==> src/hdl/sse_pkg.sv <==
// Shared widths, command and register codes, and the popcount helper of the subset enumerator.
package sse_pkg;

    localparam int CMD_W      = 2;
    localparam int IDX_W      = 4;
    localparam int VAL_W      = 16;
    localparam int MASK_W     = 16;
    localparam int SIZE_W     = 5;
    localparam int SUMOUT_W   = 20;
    localparam int COUNT_W    = 5;
    localparam int CFG_IDX_W  = 3;
    localparam int CFG_DATA_W = 20;

    localparam logic [CMD_W-1:0] CMD_LOAD    = 2'd0;
    localparam logic [CMD_W-1:0] CMD_RESTART = 2'd1;
    localparam logic [CMD_W-1:0] CMD_TEST    = 2'd2;

    localparam logic [CFG_IDX_W-1:0] CFG_ITEM_COUNT    = 3'd0;
    localparam logic [CFG_IDX_W-1:0] CFG_INCLUDE_EMPTY = 3'd1;
    localparam logic [CFG_IDX_W-1:0] CFG_LIMIT_ENABLE  = 3'd2;
    localparam logic [CFG_IDX_W-1:0] CFG_SIZE_LIMIT    = 3'd3;
    localparam logic [CFG_IDX_W-1:0] CFG_SUM_ENABLE    = 3'd4;
    localparam logic [CFG_IDX_W-1:0] CFG_TARGET_SUM    = 3'd5;

    localparam logic [31:0] POP_M1  = 32'h5555_5555;
    localparam logic [31:0] POP_M2  = 32'h3333_3333;
    localparam logic [31:0] POP_M4  = 32'h0F0F_0F0F;
    localparam logic [31:0] POP_M8  = 32'h00FF_00FF;
    localparam logic [31:0] POP_M16 = 32'h0000_FFFF;

    function automatic logic [5:0] popcount32(input logic [31:0] v);
        logic [31:0] x;
        x = v;
        x = (x & POP_M1) + ((x >> 1) & POP_M1);
        x = (x & POP_M2) + ((x >> 2) & POP_M2);
        x = (x & POP_M4) + ((x >> 4) & POP_M4);
        x = (x & POP_M8) + ((x >> 8) & POP_M8);
        x = (x & POP_M16) + ((x >> 16) & POP_M16);
        return x[5:0];
    endfunction

endpackage

==> src/hdl/sse_channels.sv <==
// Valid/ready channel interfaces for commands, results and register writes.
interface sse_in_if;
    logic                         valid;
    logic                         ready;
    logic [sse_pkg::CMD_W-1:0]    cmd;
    logic [sse_pkg::IDX_W-1:0]    item_index;
    logic [sse_pkg::VAL_W-1:0]    item_value;

    modport source (output valid, cmd, item_index, item_value, input ready);
    modport sink   (input valid, cmd, item_index, item_value, output ready);
endinterface

interface sse_out_if;
    logic                          valid;
    logic                          ready;
    logic [sse_pkg::MASK_W-1:0]    subset_mask;
    logic [sse_pkg::SIZE_W-1:0]    subset_size;
    logic [sse_pkg::SUMOUT_W-1:0]  subset_sum;
    logic                          accepted;
    logic                          last_candidate;
    logic                          exhausted;

    modport source (output valid, subset_mask, subset_size, subset_sum, accepted,
                    last_candidate, exhausted, input ready);
    modport sink   (input valid, subset_mask, subset_size, subset_sum, accepted,
                    last_candidate, exhausted, output ready);
endinterface

interface sse_cfg_if;
    logic                            valid;
    logic                            ready;
    logic [sse_pkg::CFG_IDX_W-1:0]   index;
    logic [sse_pkg::CFG_DATA_W-1:0]  data;

    modport source (output valid, index, data, input ready);
    modport sink   (input valid, index, data, output ready);
endinterface

==> src/hdl/sse_sum_tree.sv <==
// Balanced adder tree over N leaves, padded with zeros to a power of two.
module sse_sum_tree #(
    parameter int N = 16,
    parameter int W = 21
) (
    input  logic [N*W-1:0] i_leaves,
    output logic [W-1:0]   o_sum
);

    localparam int P = 1 << $clog2(N);

    logic [W-1:0] node [2*P-1];

    genvar j, k;
    generate
        for (j = 0; j < P; j++) begin : g_leaf
            if (j < N) begin : g_used
                assign node[P-1+j] = i_leaves[j*W +: W];
            end else begin : g_pad
                assign node[P-1+j] = '0;
            end
        end
        for (k = 0; k < P-1; k++) begin : g_add
            assign node[k] = node[2*k+1] + node[2*k+2];
        end
    endgenerate

    assign o_sum = node[0];

endmodule

==> src/hdl/subset_sum_enumerator_top.sv <==
// Subset enumerator top: item store, candidate counter, filters and result register.
//
// Usage:
//   i_in carries commands: load writes item_value to slot item_index, restart
//   rewinds the walk to mask 0 or 1 (include_empty), test examines the next
//   candidate and returns exactly one result on o_out. Loads, restarts and
//   the unused code return nothing.
//   i_cfg writes the registers (index 0..5); it is always ready and should
//   only be used while no command is in flight.
//   Each command transfer lands in an input register; for a test, once the
//   output register is free, the mask popcount, the masked adder tree and
//   the filters run and the result is captured in the output register,
//   which drives o_out.valid. One command per cycle is sustained while
//   results are taken; the adder tree and the filters are combinational.
//   When o_out.ready is low the result holds, the input register still
//   drains loads and restarts, and a pending test waits, which then backs
//   up i_in.ready.
//   Reset clears the counter, the done flag, the registers (item_count 1,
//   include_empty 1, others 0) and both valid flags. Item slots are not
//   cleared and must be loaded before a candidate selects them.
module subset_sum_enumerator_top #(
    parameter int SLOT_COUNT = 16,
    parameter int VALUE_BITS = 16
) (
    input  logic i_clk,
    input  logic i_rst_n,
    sse_in_if.sink    i_in,
    sse_out_if.source o_out,
    sse_cfg_if.sink   i_cfg
);

    localparam int CNT_W  = SLOT_COUNT + 1;
    localparam int SUM_W  = VALUE_BITS + $clog2(SLOT_COUNT + 1);
    localparam int CMP_W  = (SUM_W > sse_pkg::SUMOUT_W) ? SUM_W : sse_pkg::SUMOUT_W;
    localparam int MSK_W  = (SLOT_COUNT > sse_pkg::MASK_W) ? SLOT_COUNT : sse_pkg::MASK_W;
    localparam int EXT_W  = (VALUE_BITS > sse_pkg::VAL_W) ? VALUE_BITS : sse_pkg::VAL_W;

    // registers
    logic [sse_pkg::COUNT_W-1:0]  r_item_count;
    logic                         r_incl;
    logic                         r_limit_en;
    logic [sse_pkg::SIZE_W-1:0]   r_size_limit;
    logic                         r_sum_en;
    logic [sse_pkg::SUMOUT_W-1:0] r_target;

    logic                       r_in_valid;
    logic [sse_pkg::CMD_W-1:0]  r_in_cmd;
    logic [sse_pkg::IDX_W-1:0]  r_in_idx;
    logic [sse_pkg::VAL_W-1:0]  r_in_value;

    logic [VALUE_BITS-1:0] r_store [SLOT_COUNT];
    logic [CNT_W-1:0]      r_cnt;
    logic                  r_done;

    logic                         r_out_valid;
    logic [sse_pkg::MASK_W-1:0]   r_out_mask;
    logic [sse_pkg::SIZE_W-1:0]   r_out_size;
    logic [sse_pkg::SUMOUT_W-1:0] r_out_sum;
    logic                         r_out_acc;
    logic                         r_out_last;
    logic                         r_out_exh;

    logic [CNT_W-1:0] n_cnt;
    logic             n_done;

    logic w_out_free, w_adv, w_test, w_load, w_restart;
    logic [EXT_W-1:0]            w_val_ext;
    logic [VALUE_BITS-1:0]       w_value;
    logic [sse_pkg::COUNT_W-1:0] w_n;
    logic                        w_past, w_last, w_exh;
    logic [CNT_W-1:0]            w_stop_m1;
    logic [5:0]                  w_pop;
    logic [sse_pkg::SIZE_W-1:0]  w_size;
    logic [SLOT_COUNT*SUM_W-1:0] w_leaves;
    logic [SUM_W-1:0]            w_sum;
    logic [CMP_W-1:0]            w_sum_ext;
    logic [MSK_W-1:0]            w_mask_ext;
    logic                        w_acc;

    // config port
    assign i_cfg.ready = 1'b1;

    always_ff @(posedge i_clk) begin
        if (!i_rst_n) begin
            r_item_count <= sse_pkg::COUNT_W'(1);
            r_incl       <= 1'b1;
            r_limit_en   <= 1'b0;
            r_size_limit <= '0;
            r_sum_en     <= 1'b0;
            r_target     <= '0;
        end else if (i_cfg.valid) begin
            unique case (i_cfg.index)
                sse_pkg::CFG_ITEM_COUNT:    r_item_count <= i_cfg.data[sse_pkg::COUNT_W-1:0];
                sse_pkg::CFG_INCLUDE_EMPTY: r_incl       <= i_cfg.data[0];
                sse_pkg::CFG_LIMIT_ENABLE:  r_limit_en   <= i_cfg.data[0];
                sse_pkg::CFG_SIZE_LIMIT:    r_size_limit <= i_cfg.data[sse_pkg::SIZE_W-1:0];
                sse_pkg::CFG_SUM_ENABLE:    r_sum_en     <= i_cfg.data[0];
                sse_pkg::CFG_TARGET_SUM:    r_target     <= i_cfg.data[sse_pkg::SUMOUT_W-1:0];
                default: ;
            endcase
        end
    end

    // flow control
    assign w_out_free = !r_out_valid || o_out.ready;
    assign w_adv      = r_in_valid && ((r_in_cmd != sse_pkg::CMD_TEST) || w_out_free);
    assign i_in.ready = !r_in_valid || w_adv;
    assign w_test     = w_adv && (r_in_cmd == sse_pkg::CMD_TEST);
    assign w_load     = w_adv && (r_in_cmd == sse_pkg::CMD_LOAD);
    assign w_restart  = w_adv && (r_in_cmd == sse_pkg::CMD_RESTART);

    always_ff @(posedge i_clk) begin
        if (!i_rst_n) begin
            r_in_valid <= 1'b0;
        end else if (i_in.ready) begin
            r_in_valid <= i_in.valid;
        end
    end

    always_ff @(posedge i_clk) begin
        if (i_in.valid && i_in.ready) begin
            r_in_cmd   <= i_in.cmd;
            r_in_idx   <= i_in.item_index;
            r_in_value <= i_in.item_value;
        end
    end

    // item store
    assign w_val_ext = EXT_W'(r_in_value);
    assign w_value   = w_val_ext[VALUE_BITS-1:0];

    always_ff @(posedge i_clk) begin
        for (int e = 0; e < SLOT_COUNT; e++) begin
            if (w_load && ({1'b0, r_in_idx} == sse_pkg::COUNT_W'(e))) begin
                r_store[e] <= w_value;
            end
        end
    end

    // candidate evaluation
    assign w_n = (r_item_count > sse_pkg::COUNT_W'(SLOT_COUNT)) ?
                 sse_pkg::COUNT_W'(SLOT_COUNT) : r_item_count;
    assign w_past    = (r_cnt >> w_n) != '0;
    assign w_stop_m1 = ~({CNT_W{1'b1}} << w_n);
    assign w_last    = (r_cnt == w_stop_m1);
    assign w_exh     = r_done || w_past;

    assign w_pop  = sse_pkg::popcount32(32'(r_cnt[SLOT_COUNT-1:0]));
    assign w_size = w_pop[sse_pkg::SIZE_W-1:0];

    always_comb begin
        for (int i = 0; i < SLOT_COUNT; i++) begin
            w_leaves[i*SUM_W +: SUM_W] = r_cnt[i] ? SUM_W'(r_store[i]) : '0;
        end
    end

    sse_sum_tree #(
        .N (SLOT_COUNT),
        .W (SUM_W)
    ) u_sum_tree (
        .i_leaves (w_leaves),
        .o_sum    (w_sum)
    );

    assign w_sum_ext  = CMP_W'(w_sum);
    assign w_mask_ext = MSK_W'(r_cnt[SLOT_COUNT-1:0]);
    assign w_acc = !(r_limit_en && (w_size > r_size_limit))
                && !(r_sum_en && (w_sum_ext != CMP_W'(r_target)));

    // walk state
    always_comb begin
        n_cnt  = r_cnt;
        n_done = r_done;
        if (w_restart) begin
            n_cnt  = r_incl ? '0 : CNT_W'(1);
            n_done = 1'b0;
        end else if (w_test) begin
            if (w_exh || w_last) begin
                n_done = 1'b1;
            end else begin
                n_cnt = r_cnt + CNT_W'(1);
            end
        end
    end

    always_ff @(posedge i_clk) begin
        if (!i_rst_n) begin
            r_cnt  <= '0;
            r_done <= 1'b0;
        end else begin
            r_cnt  <= n_cnt;
            r_done <= n_done;
        end
    end

    // result register
    always_ff @(posedge i_clk) begin
        if (!i_rst_n) begin
            r_out_valid <= 1'b0;
        end else if (w_test) begin
            r_out_valid <= 1'b1;
        end else if (o_out.ready) begin
            r_out_valid <= 1'b0;
        end
    end

    always_ff @(posedge i_clk) begin
        if (w_test) begin
            if (w_exh) begin
                r_out_mask <= '0;
                r_out_size <= '0;
                r_out_sum  <= '0;
                r_out_acc  <= 1'b0;
                r_out_last <= 1'b0;
                r_out_exh  <= 1'b1;
            end else begin
                r_out_mask <= w_mask_ext[sse_pkg::MASK_W-1:0];
                r_out_size <= w_size;
                r_out_sum  <= w_sum_ext[sse_pkg::SUMOUT_W-1:0];
                r_out_acc  <= w_acc;
                r_out_last <= w_last;
                r_out_exh  <= 1'b0;
            end
        end
    end

    assign o_out.valid          = r_out_valid;
    assign o_out.subset_mask    = r_out_mask;
    assign o_out.subset_size    = r_out_size;
    assign o_out.subset_sum     = r_out_sum;
    assign o_out.accepted       = r_out_acc;
    assign o_out.last_candidate = r_out_last;
    assign o_out.exhausted      = r_out_exh;

    // checks
    a_exh_zero: assert property (@(posedge i_clk) disable iff (!i_rst_n)
        (r_out_valid && r_out_exh) |-> (r_out_mask == '0) && (r_out_size == '0)
            && (r_out_sum == '0) && !r_out_acc && !r_out_last)
        else $error("exhausted result carries nonzero fields");

    a_last_sets_done: assert property (@(posedge i_clk) disable iff (!i_rst_n)
        (w_test && !w_exh && w_last) |=> r_done)
        else $error("done flag not set after last candidate");

    a_cnt_range: assert property (@(posedge i_clk) disable iff (!i_rst_n)
        !r_cnt[CNT_W-1])
        else $error("candidate counter ran past the widest walk");

    a_no_result_overwrite: assert property (@(posedge i_clk) disable iff (!i_rst_n)
        (r_out_valid && !o_out.ready) |-> !w_test)
        else $error("pending result overwritten");

endmodule

==> src/flat_wrapper.sv <==
// flat-port wrapper written by rule: the top's interface ports become plain ports
module subset_sum_enumerator_top_flat 
#(
    parameter int SLOT_COUNT = 16,
    parameter int VALUE_BITS = 16
)
  (i_clk, i_rst_n, i_in_valid, i_in_cmd, i_in_item_index, i_in_item_value, i_in_ready, o_out_valid, o_out_subset_mask, o_out_subset_size, o_out_subset_sum, o_out_accepted, o_out_last_candidate, o_out_exhausted, o_out_ready, i_cfg_valid, i_cfg_index, i_cfg_data, i_cfg_ready);
  sse_in_if i_in_i ();
  sse_out_if o_out_i ();
  sse_cfg_if i_cfg_i ();
  input  logic i_clk;
  input  logic i_rst_n;
  input wire logic [$bits(i_in_i.valid)-1:0] i_in_valid;
  input wire logic [$bits(i_in_i.cmd)-1:0] i_in_cmd;
  input wire logic [$bits(i_in_i.item_index)-1:0] i_in_item_index;
  input wire logic [$bits(i_in_i.item_value)-1:0] i_in_item_value;
  output wire logic [$bits(i_in_i.ready)-1:0] i_in_ready;
  output wire logic [$bits(o_out_i.valid)-1:0] o_out_valid;
  output wire logic [$bits(o_out_i.subset_mask)-1:0] o_out_subset_mask;
  output wire logic [$bits(o_out_i.subset_size)-1:0] o_out_subset_size;
  output wire logic [$bits(o_out_i.subset_sum)-1:0] o_out_subset_sum;
  output wire logic [$bits(o_out_i.accepted)-1:0] o_out_accepted;
  output wire logic [$bits(o_out_i.last_candidate)-1:0] o_out_last_candidate;
  output wire logic [$bits(o_out_i.exhausted)-1:0] o_out_exhausted;
  input wire logic [$bits(o_out_i.ready)-1:0] o_out_ready;
  input wire logic [$bits(i_cfg_i.valid)-1:0] i_cfg_valid;
  input wire logic [$bits(i_cfg_i.index)-1:0] i_cfg_index;
  input wire logic [$bits(i_cfg_i.data)-1:0] i_cfg_data;
  output wire logic [$bits(i_cfg_i.ready)-1:0] i_cfg_ready;
  assign i_in_i.valid = i_in_valid;
  assign i_in_i.cmd = i_in_cmd;
  assign i_in_i.item_index = i_in_item_index;
  assign i_in_i.item_value = i_in_item_value;
  assign i_in_ready = i_in_i.ready;
  assign o_out_valid = o_out_i.valid;
  assign o_out_subset_mask = o_out_i.subset_mask;
  assign o_out_subset_size = o_out_i.subset_size;
  assign o_out_subset_sum = o_out_i.subset_sum;
  assign o_out_accepted = o_out_i.accepted;
  assign o_out_last_candidate = o_out_i.last_candidate;
  assign o_out_exhausted = o_out_i.exhausted;
  assign o_out_i.ready = o_out_ready;
  assign i_cfg_i.valid = i_cfg_valid;
  assign i_cfg_i.index = i_cfg_index;
  assign i_cfg_i.data = i_cfg_data;
  assign i_cfg_ready = i_cfg_i.ready;
  subset_sum_enumerator_top #(.SLOT_COUNT(SLOT_COUNT), .VALUE_BITS(VALUE_BITS)) u_core (.i_clk(i_clk), .i_rst_n(i_rst_n), .i_in(i_in_i), .o_out(o_out_i), .i_cfg(i_cfg_i));
endmodule
==> config.mk <==
export PLATFORM = sky130hd
export DESIGN_NAME = subset_sum_enumerator_top_flat
export DESIGN_NICKNAME = d
export VERILOG_FILES = /design/src/hdl/sse_pkg.sv /design/src/hdl/sse_channels.sv /design/src/hdl/sse_sum_tree.sv /design/src/hdl/subset_sum_enumerator_top.sv /design/src/flat_wrapper.sv
export SDC_FILE = /design/constraint.sdc
export NUM_CORES = 1
export LEC_CHECK = 0
export ABC_AREA = 1
export BUFFER_PORTS_ARGS = -buffer_cell sky130_fd_sc_hd__clkbuf_2
export CORE_ASPECT_RATIO = 0.8
export CORE_UTILIZATION = 55
export CTS_BUF_LIST = sky130_fd_sc_hd__clkbuf_8
export CTS_CLUSTER_DIAMETER = 50
export CTS_CLUSTER_SIZE = 20
export DETAILED_ROUTE_END_ITERATION = 12
export GPL_TIMING_DRIVEN = 0
export PLACE_DENSITY = 0.83
export SYNTH_ARGS = -nofsm -noshare
export SYNTH_HDL_FRONTEND = slang
export SYNTH_HIERARCHICAL = 1
export SYNTH_SLANG_ARGS = --single-unit
==> constraint.sdc <==
create_clock -name i_clk -period 9.1 [get_ports i_clk]
set_input_delay 1.365 -clock i_clk [delete_from_list [all_inputs] [get_ports i_clk]]
set_output_delay 1.365 -clock i_clk [all_outputs]
set_load 0.02 [all_outputs]
==> results of run 1 <==
## logic make-up (layout without fill, tap and decap cells)
group                    count (synthesis)  count (layout)
buffers and inverters                  931            1107
AND/OR/NAND/NOR                        777             777
flip-flops                             375             375
adder cells (fa/ha/maj)                333             333
AO/OA/AOI/OAI                          137             137
XOR/XNOR                                54              54
other                                    2              98
## sequential cells by signal (all words and copies together), names as in the netlist
name and cells:
u_core/r_item_count 5, u_core/r_in_idx 4, u_core/r_target 20, u_core/r_store 256, u_core/o_out.subset_mask 16, u_core/r_cnt 17
u_core/o_out.exhausted 1, u_core/r_done 1, u_core/o_out.valid 1, u_core/o_out.subset_sum 20, u_core/o_out.subset_size 5, u_core/r_in_valid 1
u_core/r_limit_en 1, u_core/o_out.last_candidate 1, u_core/o_out.accepted 1, u_core/r_in_value 16, u_core/r_size_limit 5, u_core/r_sum_en 1
u_core/r_in_cmd 2, u_core/r_incl 1
## per-layer routing
layer / wire (µm) / vias up / GRT usage
met2: 29200 / 875 / 0.455
li1: - / 8026 / -
met3: 6370 / 180 / 0.0576
met4: 2670 / 4 / 0.126
met5: 22 / - / 0
met1: 24000 / 8630 / 0.371
## where the power goes
part,switching (mW),total (mW),leakage (nW),internal [mW]
Clock,0.673,1.08,0.376,0.412
Sequential,0.0254,1.91,3.36,1.89
Combinational,0.902,1.39,10.2,0.493
Total,1.60,4.39,13.9,2.79
## worst max-delay path, delay by kind of cell (launching register included)
family          cells  cell delay, ps
xor+xnor            2             400
flops               1             480
buf+inv             7            1660
compound gates      5            1090
simple gates        7             930
fa+ha+maj           7            3580
## path summary, 6_finish.rpt
path | to | slack (ps)
max | u_core/o_out.accepted | 760
min | u_core/r_size_limit[0] | 450
max reg2reg | u_core/o_out.accepted | 760
min reg2reg | u_core/r_size_limit[0] | 450
## final cells by class
class | instances | area (µm²)
Fill cell | 3450 | 16900
Multi-Input combinational cell | 1399 | 11100
Sequential cell | 375 | 10700
Inverter | 873 | 3280
Timing Repair Buffer | 113 | 851
Tap cell | 603 | 754
Clock buffer | 36 | 495
Buffer | 58 | 267
Clock inverter | 27 | 236
## placed cells by master (no fill, tap or decap), types with 9 or more instances in the layout
master / n
a21oi_1: 52
buf_1: 17
buf_8: 9
clkbuf_1: 25
clkbuf_2: 96
clkbuf_8: 36
conb_1: 98
dfxtp_1: 53
edfxtp_1: 322
fa_1: 275
ha_1: 58
inv_1: 868
nand2_1: 472
nand2_2: 15
nand3_1: 73
nand4_1: 28
nor2_1: 141
nor2_2: 20
o21ai_0: 51
o21ai_1: 13
xnor2_1: 16
xor2_1: 37
## through the flow
step	cell area (µm²)	total power, mW	hold slack (ps)	setup slack, ps	cells
3_5_place_dp	27000	3.21	440	1010	3421
3_3_place_gp	26600	3.15	438	1110	3403
5_1_grt	27800	4.63	479	390	3484
4_1_cts	27800	4.28	455	922	3484
2_1_floorplan	25400	2.93	420	2790	2705
6_report	27800	4.39	455	755	3484
==> qor.yml, run 1 <==
grt_usage: 0.282
irDropWorstVdd_mv: 0.154
drc: 0
synth_top_family_by_area: "adder cells"
fin_util: 0.622
place.gp.congestion: 0.939
finalCritPeriodShare: 0.917
postCtsResizedCells: 0
num_io_pins: 97
worstPathRequired_ps: 9520
fp.coreArea_um2: 44600
timing.rr.start: "u_core/r_cnt[4]"
slew_headroom: 0.391
hold_viol: 0
path_class: "reg2reg"
ys_seq_area_frac: 0.429
detail_route.wl_per_cell_um: 17.9
synth_mux_area_frac: 0
n_antenna_cell: 0
leakagePower_nw: 13.9
rsz0062_at_grt: "false"
ys_types: 51
clk_latency_ps: 630
htree_levels: 2
grt_max_degree: 41
initial_core_util: 0.560
synth_edf_count: 322
worstMarginPinSlew_ps: 913
grt_antenna_before_repair: 2
status: "complete, no violations"
arrival_ps: 8770
yosysTopAreaCell: "edfxtp_1"
synth_compound_area_frac: 0.0301
cts-root-buf: "clkbuf_8"
first_pass_iters: 6
path_max_fanout: 10
clock_path_buffers: 3
synth_most_common_cell: "inv_1"
synth_commonest_cells: "inv_1 (865), nand2_1 (472), edfxtp_1 (322), fa_1 (275), nor2_1 (158)"
yosys.area_share.simple: 0.130
powerDensity_nw_per_um2: 158
finalWirelength_um: 62300
postCtsSetupBuffers: 0
synth_area_um2: 25000
fin_skew_ps: 53.7
slowest_delay_ps: 720
area_delta_synth_final_pct: 11.0
cap_viol_max_count: 0
fp.dieH_um: 193
synthAdderAreaFrac: 0.249
synth-main-ff-cell: "edfxtp_1"
grt_pass1_vias: 18775
hold_path.startpoint: "u_core/r_size_limit[0]"
cts_hold_buf: 0
die_area_um2: 46300
drtIter0Drc: 1812
tritoncts: "done"
clk_pin_slew_ps: 100
dp_hpwl_um: 48300
fmax_mhz: 120
yosysWarnings: 6
via_count: 17715
cts_buffers: 35
netlist.area_leader.share: 0.387
async_flop_share: 0
maxSlewViolCount: 0
crit_top_cell: "fa_1"
syn_inst: 2609
syn_area_per_cell_um2: 9.59
synthXorXnorAreaFrac: 0.0192
rr_worst_depth: 28
cp-start-kind: "flip-flop"
hp-class: "reg2reg"
rows: 69
grt_pass1_wl_um: 97700
period_minus_slack_ps: 8340
setup_violations: 0
tns_ps: 0
end_kind: "flip-flop"
portBuffers: 95
vias_per_cell: 5.08
synth_seq_cells: 375
antenna_left: 0
die_w_um: 240
drive_gt1_frac: 0.0857
cts.sinks: 375
hold_depth: 2
grt-ovfl-total: 0
crit_slowest_cell: "clkbuf_1"
synth.area.top_cells: "edfxtp_1 (39%), fa_1 (22%), inv_1 (13%)"
crit_start: "u_core/r_cnt[4]"
finalNetCount: 3238
Power figures use the tool's default switching activity.
==> run 2: changes to the inputs <==
- PLACE_DENSITY: 0.83 -> unset
- PLACE_DENSITY_LB_ADDON: unset -> 0.3
- RECOVER_POWER: unset -> 25
==> qor.yml, run 2 (synthesized netlist as in run 1, its figures left out) <==
status: "complete, no violations"
critPathTopFamily: "adder cells"
crit_top_cell: "fa_1"
clk_pin_slew_ps: 90  # about the same
postCtsResizedCells: 0  # unchanged
n_fill_cell: 3623  # +5.0%
grt_pass1_vias: 17328  # -7.7%
cp-start-kind: "flip-flop"
placed_cell_area_um2: 27000  # -0.20%
arrival_ps: 8550  # -220 ps
p_clk_frac: 0.255  # +0.008
path_buf_inv: 7  # unchanged
slew_headroom: 0.333  # -0.0578
tns_ps: 0  # unchanged
cts_hold_buf: 0  # unchanged
fmax_mhz: 124  # +3.3%
fin_skew_ps: 25.4  # -28.3 ps
drive_gt1_frac: 0.0866  # +0.000861
antenna_left: 0  # unchanged
final_cell_area_um2: 27700  # about the same
drtIter0Drc: 1634  # -9.8%
tritoncts: "done"
first_pass_iters: 6  # unchanged
maxSlewViolCount: 0  # unchanged
hp-class: "reg2reg"
grt_pass1_wl_um: 94200  # -3.6%
rows: 69  # unchanged
cts_buffers: 38  # +8.6%
path_max_fanout: 10  # unchanged
portBuffers: 95  # unchanged
worstMarginPinSlew_ps: 1000  # +86.7 ps
initial_core_util: 0.560  # unchanged
die_area_um2: 46300  # unchanged
setup_violations: 0  # unchanged
dp_hpwl_um: 46200  # -4.3%
fp.dieH_um: 193  # unchanged
power.share.sequential: 0.438  # +0.003
grt_max_degree: 40  # -2.4%
vias_per_cell: 4.90  # -3.7%
grt_usage: 0.275  # -0.00747
detail_route.wl_per_cell_um: 17.2  # -3.6%
num_io_pins: 97  # unchanged
finalNetCount: 3240  # +0.062%
crit_slowest_cell: "clkbuf_1"
slowest_delay_ps: 690  # -30 ps
grt-ovfl-total: 0  # unchanged
via_count: 17089  # -3.5%
timing.rr.start: "u_core/r_cnt[4]"
clock_path_buffers: 3  # unchanged
r2r_slack_ps: 1020  # +270 ps
drc: 0  # unchanged
area_delta_synth_final_pct: 10.9  # about the same
cts.sinks: 375  # unchanged
fp.coreArea_um2: 44600  # unchanged
place.gp.congestion: 0.909  # -3.1%
worstPathRequired_ps: 9580  # +60 ps
clk_latency_ps: 630  # about the same
grt_antenna_before_repair: 2  # unchanged
irDropWorstVdd_mv: 0.258  # +67%
cap_viol_max_count: 0  # unchanged
finalCritPeriodShare: 0.888  # -0.0292
comb_power_share: 0.306  # -0.012
p_switching_mw: 1.55  # -3.4%
path_class: "reg2reg"
largest_register_ffs: 256  # unchanged
mostFrequentLayoutCells: "inv_1 (871), nand2_1 (472), edfxtp_1 (322)"
htree_levels: 2  # unchanged
die_w_um: 240  # unchanged
hold_viol: 0  # unchanged
hold_path.startpoint: "u_core/r_size_limit[0]"
crit_start: "u_core/r_cnt[4]"
powerDensity_nw_per_um2: 157  # -0.61%
end_kind: "flip-flop"
period_minus_slack_ps: 8080  # -266 ps
top_register: "u_core/r_store"
rsz0062_at_grt: "false"
layout_commonest_cell: "inv_1"
swShare: 0.354  # -0.0101
internal-power_mw: 2.82  # +0.91%
finalWirelength_um: 60100  # -3.4%
postCtsSetupBuffers: 0  # unchanged
cts-root-buf: "clkbuf_8"
leakagePower_nw: 13.9  # about the same
-- run 2: changes by cell type in the layout (fill, tap and decap cells not counted), sizes merged --
cell | before | now
clkinv | 13 | 12
clkinvlp | 3 | 4
diode | 0 | 1
inv | 884 | 886
buf | 50 | 49
clkbuf | 157 | 162
-- run 2: per-layer routing --
metal / GRT usage / routed length (µm) / up-vias
met3: 0.0509 / 5230 / 90
met5: 0 / 0 / -
met1: 0.393 / 26000 / 8326
met2: 0.430 / 27500 / 631
li1: - / - / 8042
met4: 0.0794 / 1430 / 0
-- run 2: final timing paths --
check,depth (start not counted),end
worst max-delay path,28,u_core/o_out.accepted
worst min-delay path,2,u_core/r_size_limit[0]
worst max register to register,28,u_core/o_out.accepted
worst min register to register,2,u_core/r_size_limit[0]
-- run 2: area by class of cell --
type,count,area (µm²),share of cell area
well taps,603,754,0.0272
clock inverters,29,204,0.00735
flip-flops and latches,375,10700,0.387
inverters,873,3280,0.118
diodes,1,2.50,0.0000902
clock buffers,41,564,0.0203
repair buffers,112,791,0.0285
multi-input cells,1399,11100,0.402
plain buffers,58,267,0.00961
-- run 2: per-stage QoR --
| step | std cells | worst slack [ps] | utilization | power [mW] | hold WS, ps |
|---|---|---|---|---|---|
| final | 3491 | 1020 | 0.621 | 4.36 | 458 |
| after global placement | 3403 | 1140 | 0.596 | 3.17 | 440 |
| after CTS | 3490 | 1020 | 0.621 | 4.29 | 455 |
| after floorplan | 2705 | 2790 | - | 2.93 | 420 |
| after global routing | 3490 | 554 | 0.621 | 4.60 | 484 |
| after detailed placement | 3420 | 1060 | 0.604 | 3.18 | 442 |
-- run 2: power groups by stage --
| stage | Sequential (mW) | Clock (mW) | Combinational, mW |
|---|---|---|---|
| floorplan | 1.95 | 0 | 0.982 |
| CTS | 1.91 | 1.14 | 1.24 |
| global route | 1.92 | 1.19 | 1.50 |
| global placement | 1.95 | 0 | 1.22 |
| detailed placement | 1.95 | 0 | 1.23 |
| finish | 1.91 | 1.11 | 1.34 |
-- run 2: tightest hold or removal path, delay by kind of cell (launching register included) --
kind	cells	cell delay, ps
flops	1	320
buf+inv	1	50
compound gates	1	50
==> run 3: changes to the inputs <==
- SYNTH_HIERARCHICAL: 1 -> unset
==> qor.yml, run 3 <==
crit_slowest_cell: "buf_1"
hold_depth: 2  # unchanged
syn_inst: 2054  # -21%
rsz0062_at_grt: "false"
top_register: "u_core.r_store"
fmax_mhz: 135  # +9.3%
dp_hpwl_um: 41500  # -10%
htree_levels: 2  # unchanged
drive_gt1_frac: 0.112  # +0.0249
fp.coreArea_um2: 39600  # -11%
grt-ovfl-total: 0  # unchanged
detail_route.wl_per_cell_um: 19.4  # +13%
hold_viol: 0  # unchanged
grt_antenna_before_repair: 0  # -2
tns_ps: 0  # unchanged
period_minus_slack_ps: 7390  # -687 ps
syn_nets: 2391
initial_core_util: 0.560  # about the same
synth.area.top_cells: "edfxtp_1 (44%), fa_1 (20%), inv_1 (7.3%)"
finalWirelength_um: 53600  # -11%
fin_skew_ps: 39.1  # +13.6 ps
first_pass_iters: 6  # unchanged
die_area_um2: 41200  # -11%
path_max_fanout: 10  # unchanged
postCtsResizedCells: 0  # unchanged
synth-main-ff-cell: "edfxtp_1"
clk_latency_ps: 620  # about the same
grt_pass1_wl_um: 82700  # -12%
async_flop_share: 0  # unchanged
m1WireLength_um: 23900  # -8.0%
powerDensity_nw_per_um2: 141  # -10%
worstMarginPinSlew_ps: 950  # -50.2 ps
path_buf_inv: 5  # -2
clk_pin_slew_ps: 100  # about the same
layout_commonest_cell: "inv_1"
setup_violations: 0  # unchanged
worstSetupPathDepth: 31  # +11%
via_count: 14584  # -15%
grt_pass1_vias: 14397  # -17%
cap_viol_max_count: 0  # unchanged
vias_per_cell: 5.28  # +7.9%
cp-start-kind: "flip-flop"
maxSlewViolCount: 0  # unchanged
synth_edf_count: 322  # unchanged
critPathTopFamily: "adder cells"
portBuffers: 95  # unchanged
fin_cells: 2760  # -21%
clock_path_buffers: 3  # unchanged
dr_wl_met3_um: 6520  # +25%
yosysWarnings: 0  # -6
arrival_ps: 7880  # -670 ps
synth_most_common_cell: "inv_1"
cts_hold_buf: 0  # unchanged
leakagePower_nw: 10.7  # -23%
placed_cells: 2697  # -21%
drtIter0Drc: 1700  # +4.0%
ys_seq_area_frac: 0.484  # +0.0545
crit_top_cell: "nand2_1"
rr_worst_depth: 31  # +11%
cts.sinks: 375  # unchanged
netlist.area_leader.share: 0.436  # +0.0491
rows: 65  # -5.8%
antenna_left: 0  # unchanged
cts_buffers: 35  # -7.9%
synth_area_um2: 22200  # -11%
synth_seq_cells: 375  # unchanged
yosysTopAreaCell: "edfxtp_1"
drc: 0  # unchanged
die_w_um: 227  # -5.8%
end_kind: "flip-flop"
power_mw: 3.45  # -21%
synth_commonest_cells: "inv_1 (434), nand2_1 (429), edfxtp_1 (322), fa_1 (227), nor2_1 (135)"
n_antenna_cell: 0  # -1
postCtsSetupBuffers: 0  # unchanged
num_io_pins: 97  # unchanged
grt_usage: 0.273  # -0.00172
finalNetCount: 2535  # -22%
area_delta_synth_final_pct: 9.92
path_class: "reg2reg"
ys_types: 47  # -7.8%
grt_max_degree: 54  # +35%
cts-root-buf: "clkbuf_8"
status: "complete, no violations"
place.gp.congestion: 0.939  # +3.3%
tritoncts: "done"
fp.dieH_um: 182  # -5.7%
dr.max_layer_used: "met4"
syn_area_per_cell_um2: 10.8  # +13%
finalCritPeriodShare: 0.812  # -0.0754
wl_met2_um: 22100  # -20%
largest_register_ffs: 256  # unchanged
worstPathRequired_ps: 9590  # about the same
mostFrequentLayoutCells: "inv_1 (435), nand2_1 (429), edfxtp_1 (322)"
hp-class: "reg2reg"
slowest_delay_ps: 600  # -90 ps
irDropWorstVdd_mv: 0.135  # -47%
slew_headroom: 0.366  # +0.0328
==> run 3: cell count changes after synthesis, moves of 7 or more <==
| cell | delta |
|---|---|
| inv_1 | -431 |
| fa_1 | -48 |
| nand2_1 | -43 |
| nor2_1 | -23 |
| nand4_1 | -13 |
| a21oi_1 | +12 |
| nand3_1 | +12 |
| o21ai_1 | -9 |
| buf_1 | -8 |
| buf_6 | +7 |
| nand2_2 | -7 |
==> run 3: path summary, 6_finish.rpt <==
| kind | start | to | slack, ps |
|---|---|---|---|
| max | u_core.r_cnt[14] | u_core.o_out.accepted | 1710 |
| min | u_core.r_target[12] | u_core.r_target[12] | 480 |
| max reg2reg | u_core.r_cnt[14] | u_core.o_out.accepted | 1710 |
| min reg2reg | u_core.r_target[12] | u_core.r_target[12] | 480 |
==> run 3: per-stage QoR <==
stage                      util  instance area, µm²  setup WS [ps]  hold WS, ps
after global placement    0.589               23300           1800          449
after CTS                 0.616               24400           1740          477
after detailed placement  0.595               23600           1750          462
after global routing      0.616               24400           1280          505
final                     0.616               24400           1710          475
after floorplan               -               22200           2850          429
==> run 3: power by group <==
part           internal [mW]  switching [mW]
registers               1.88          0.0282
clock network          0.483           0.693
logic                  0.126           0.238
==> run 3: final cells by class <==
type,instances,area (µm²)
buffer,59,332
clock buffer,36,495
clock inverter,27,329
fill,3152,15200
inverter,436,1640
multi-input combinational,1184,9530
sequential,375,10700
tap,536,671
timing repair buffer,107,664
==> run 3: kinds of logic after synthesis <==
kind of cell,synth area share
AOI/OAI and AO/OA,0.0321
xor gates and xnor gates,0.0198
adders and majority gates,0.239
buffers and inverters,0.0887
DFF,0.484
other,0.000169
and+or+nand+nor,0.137
==> run 3: worst reg2reg max path: cells and delay by family, from the launching register on <==
kind                     cells  cell delay, ps
AO/OA/AOI/OAI                1             160
adder cells (fa/ha/maj)      8            3730
buffers and inverters        5            1230
flip-flops                   1             540
AND/OR/NAND/NOR             17            1610
==> run 3: per-layer routing <==
metal	vias to the layer above	global-route usage
met5	-	0.00597
met4	0	0.0619
met3	93	0.0811
met2	740	0.378
met1	7069	0.423
li1	6682	-
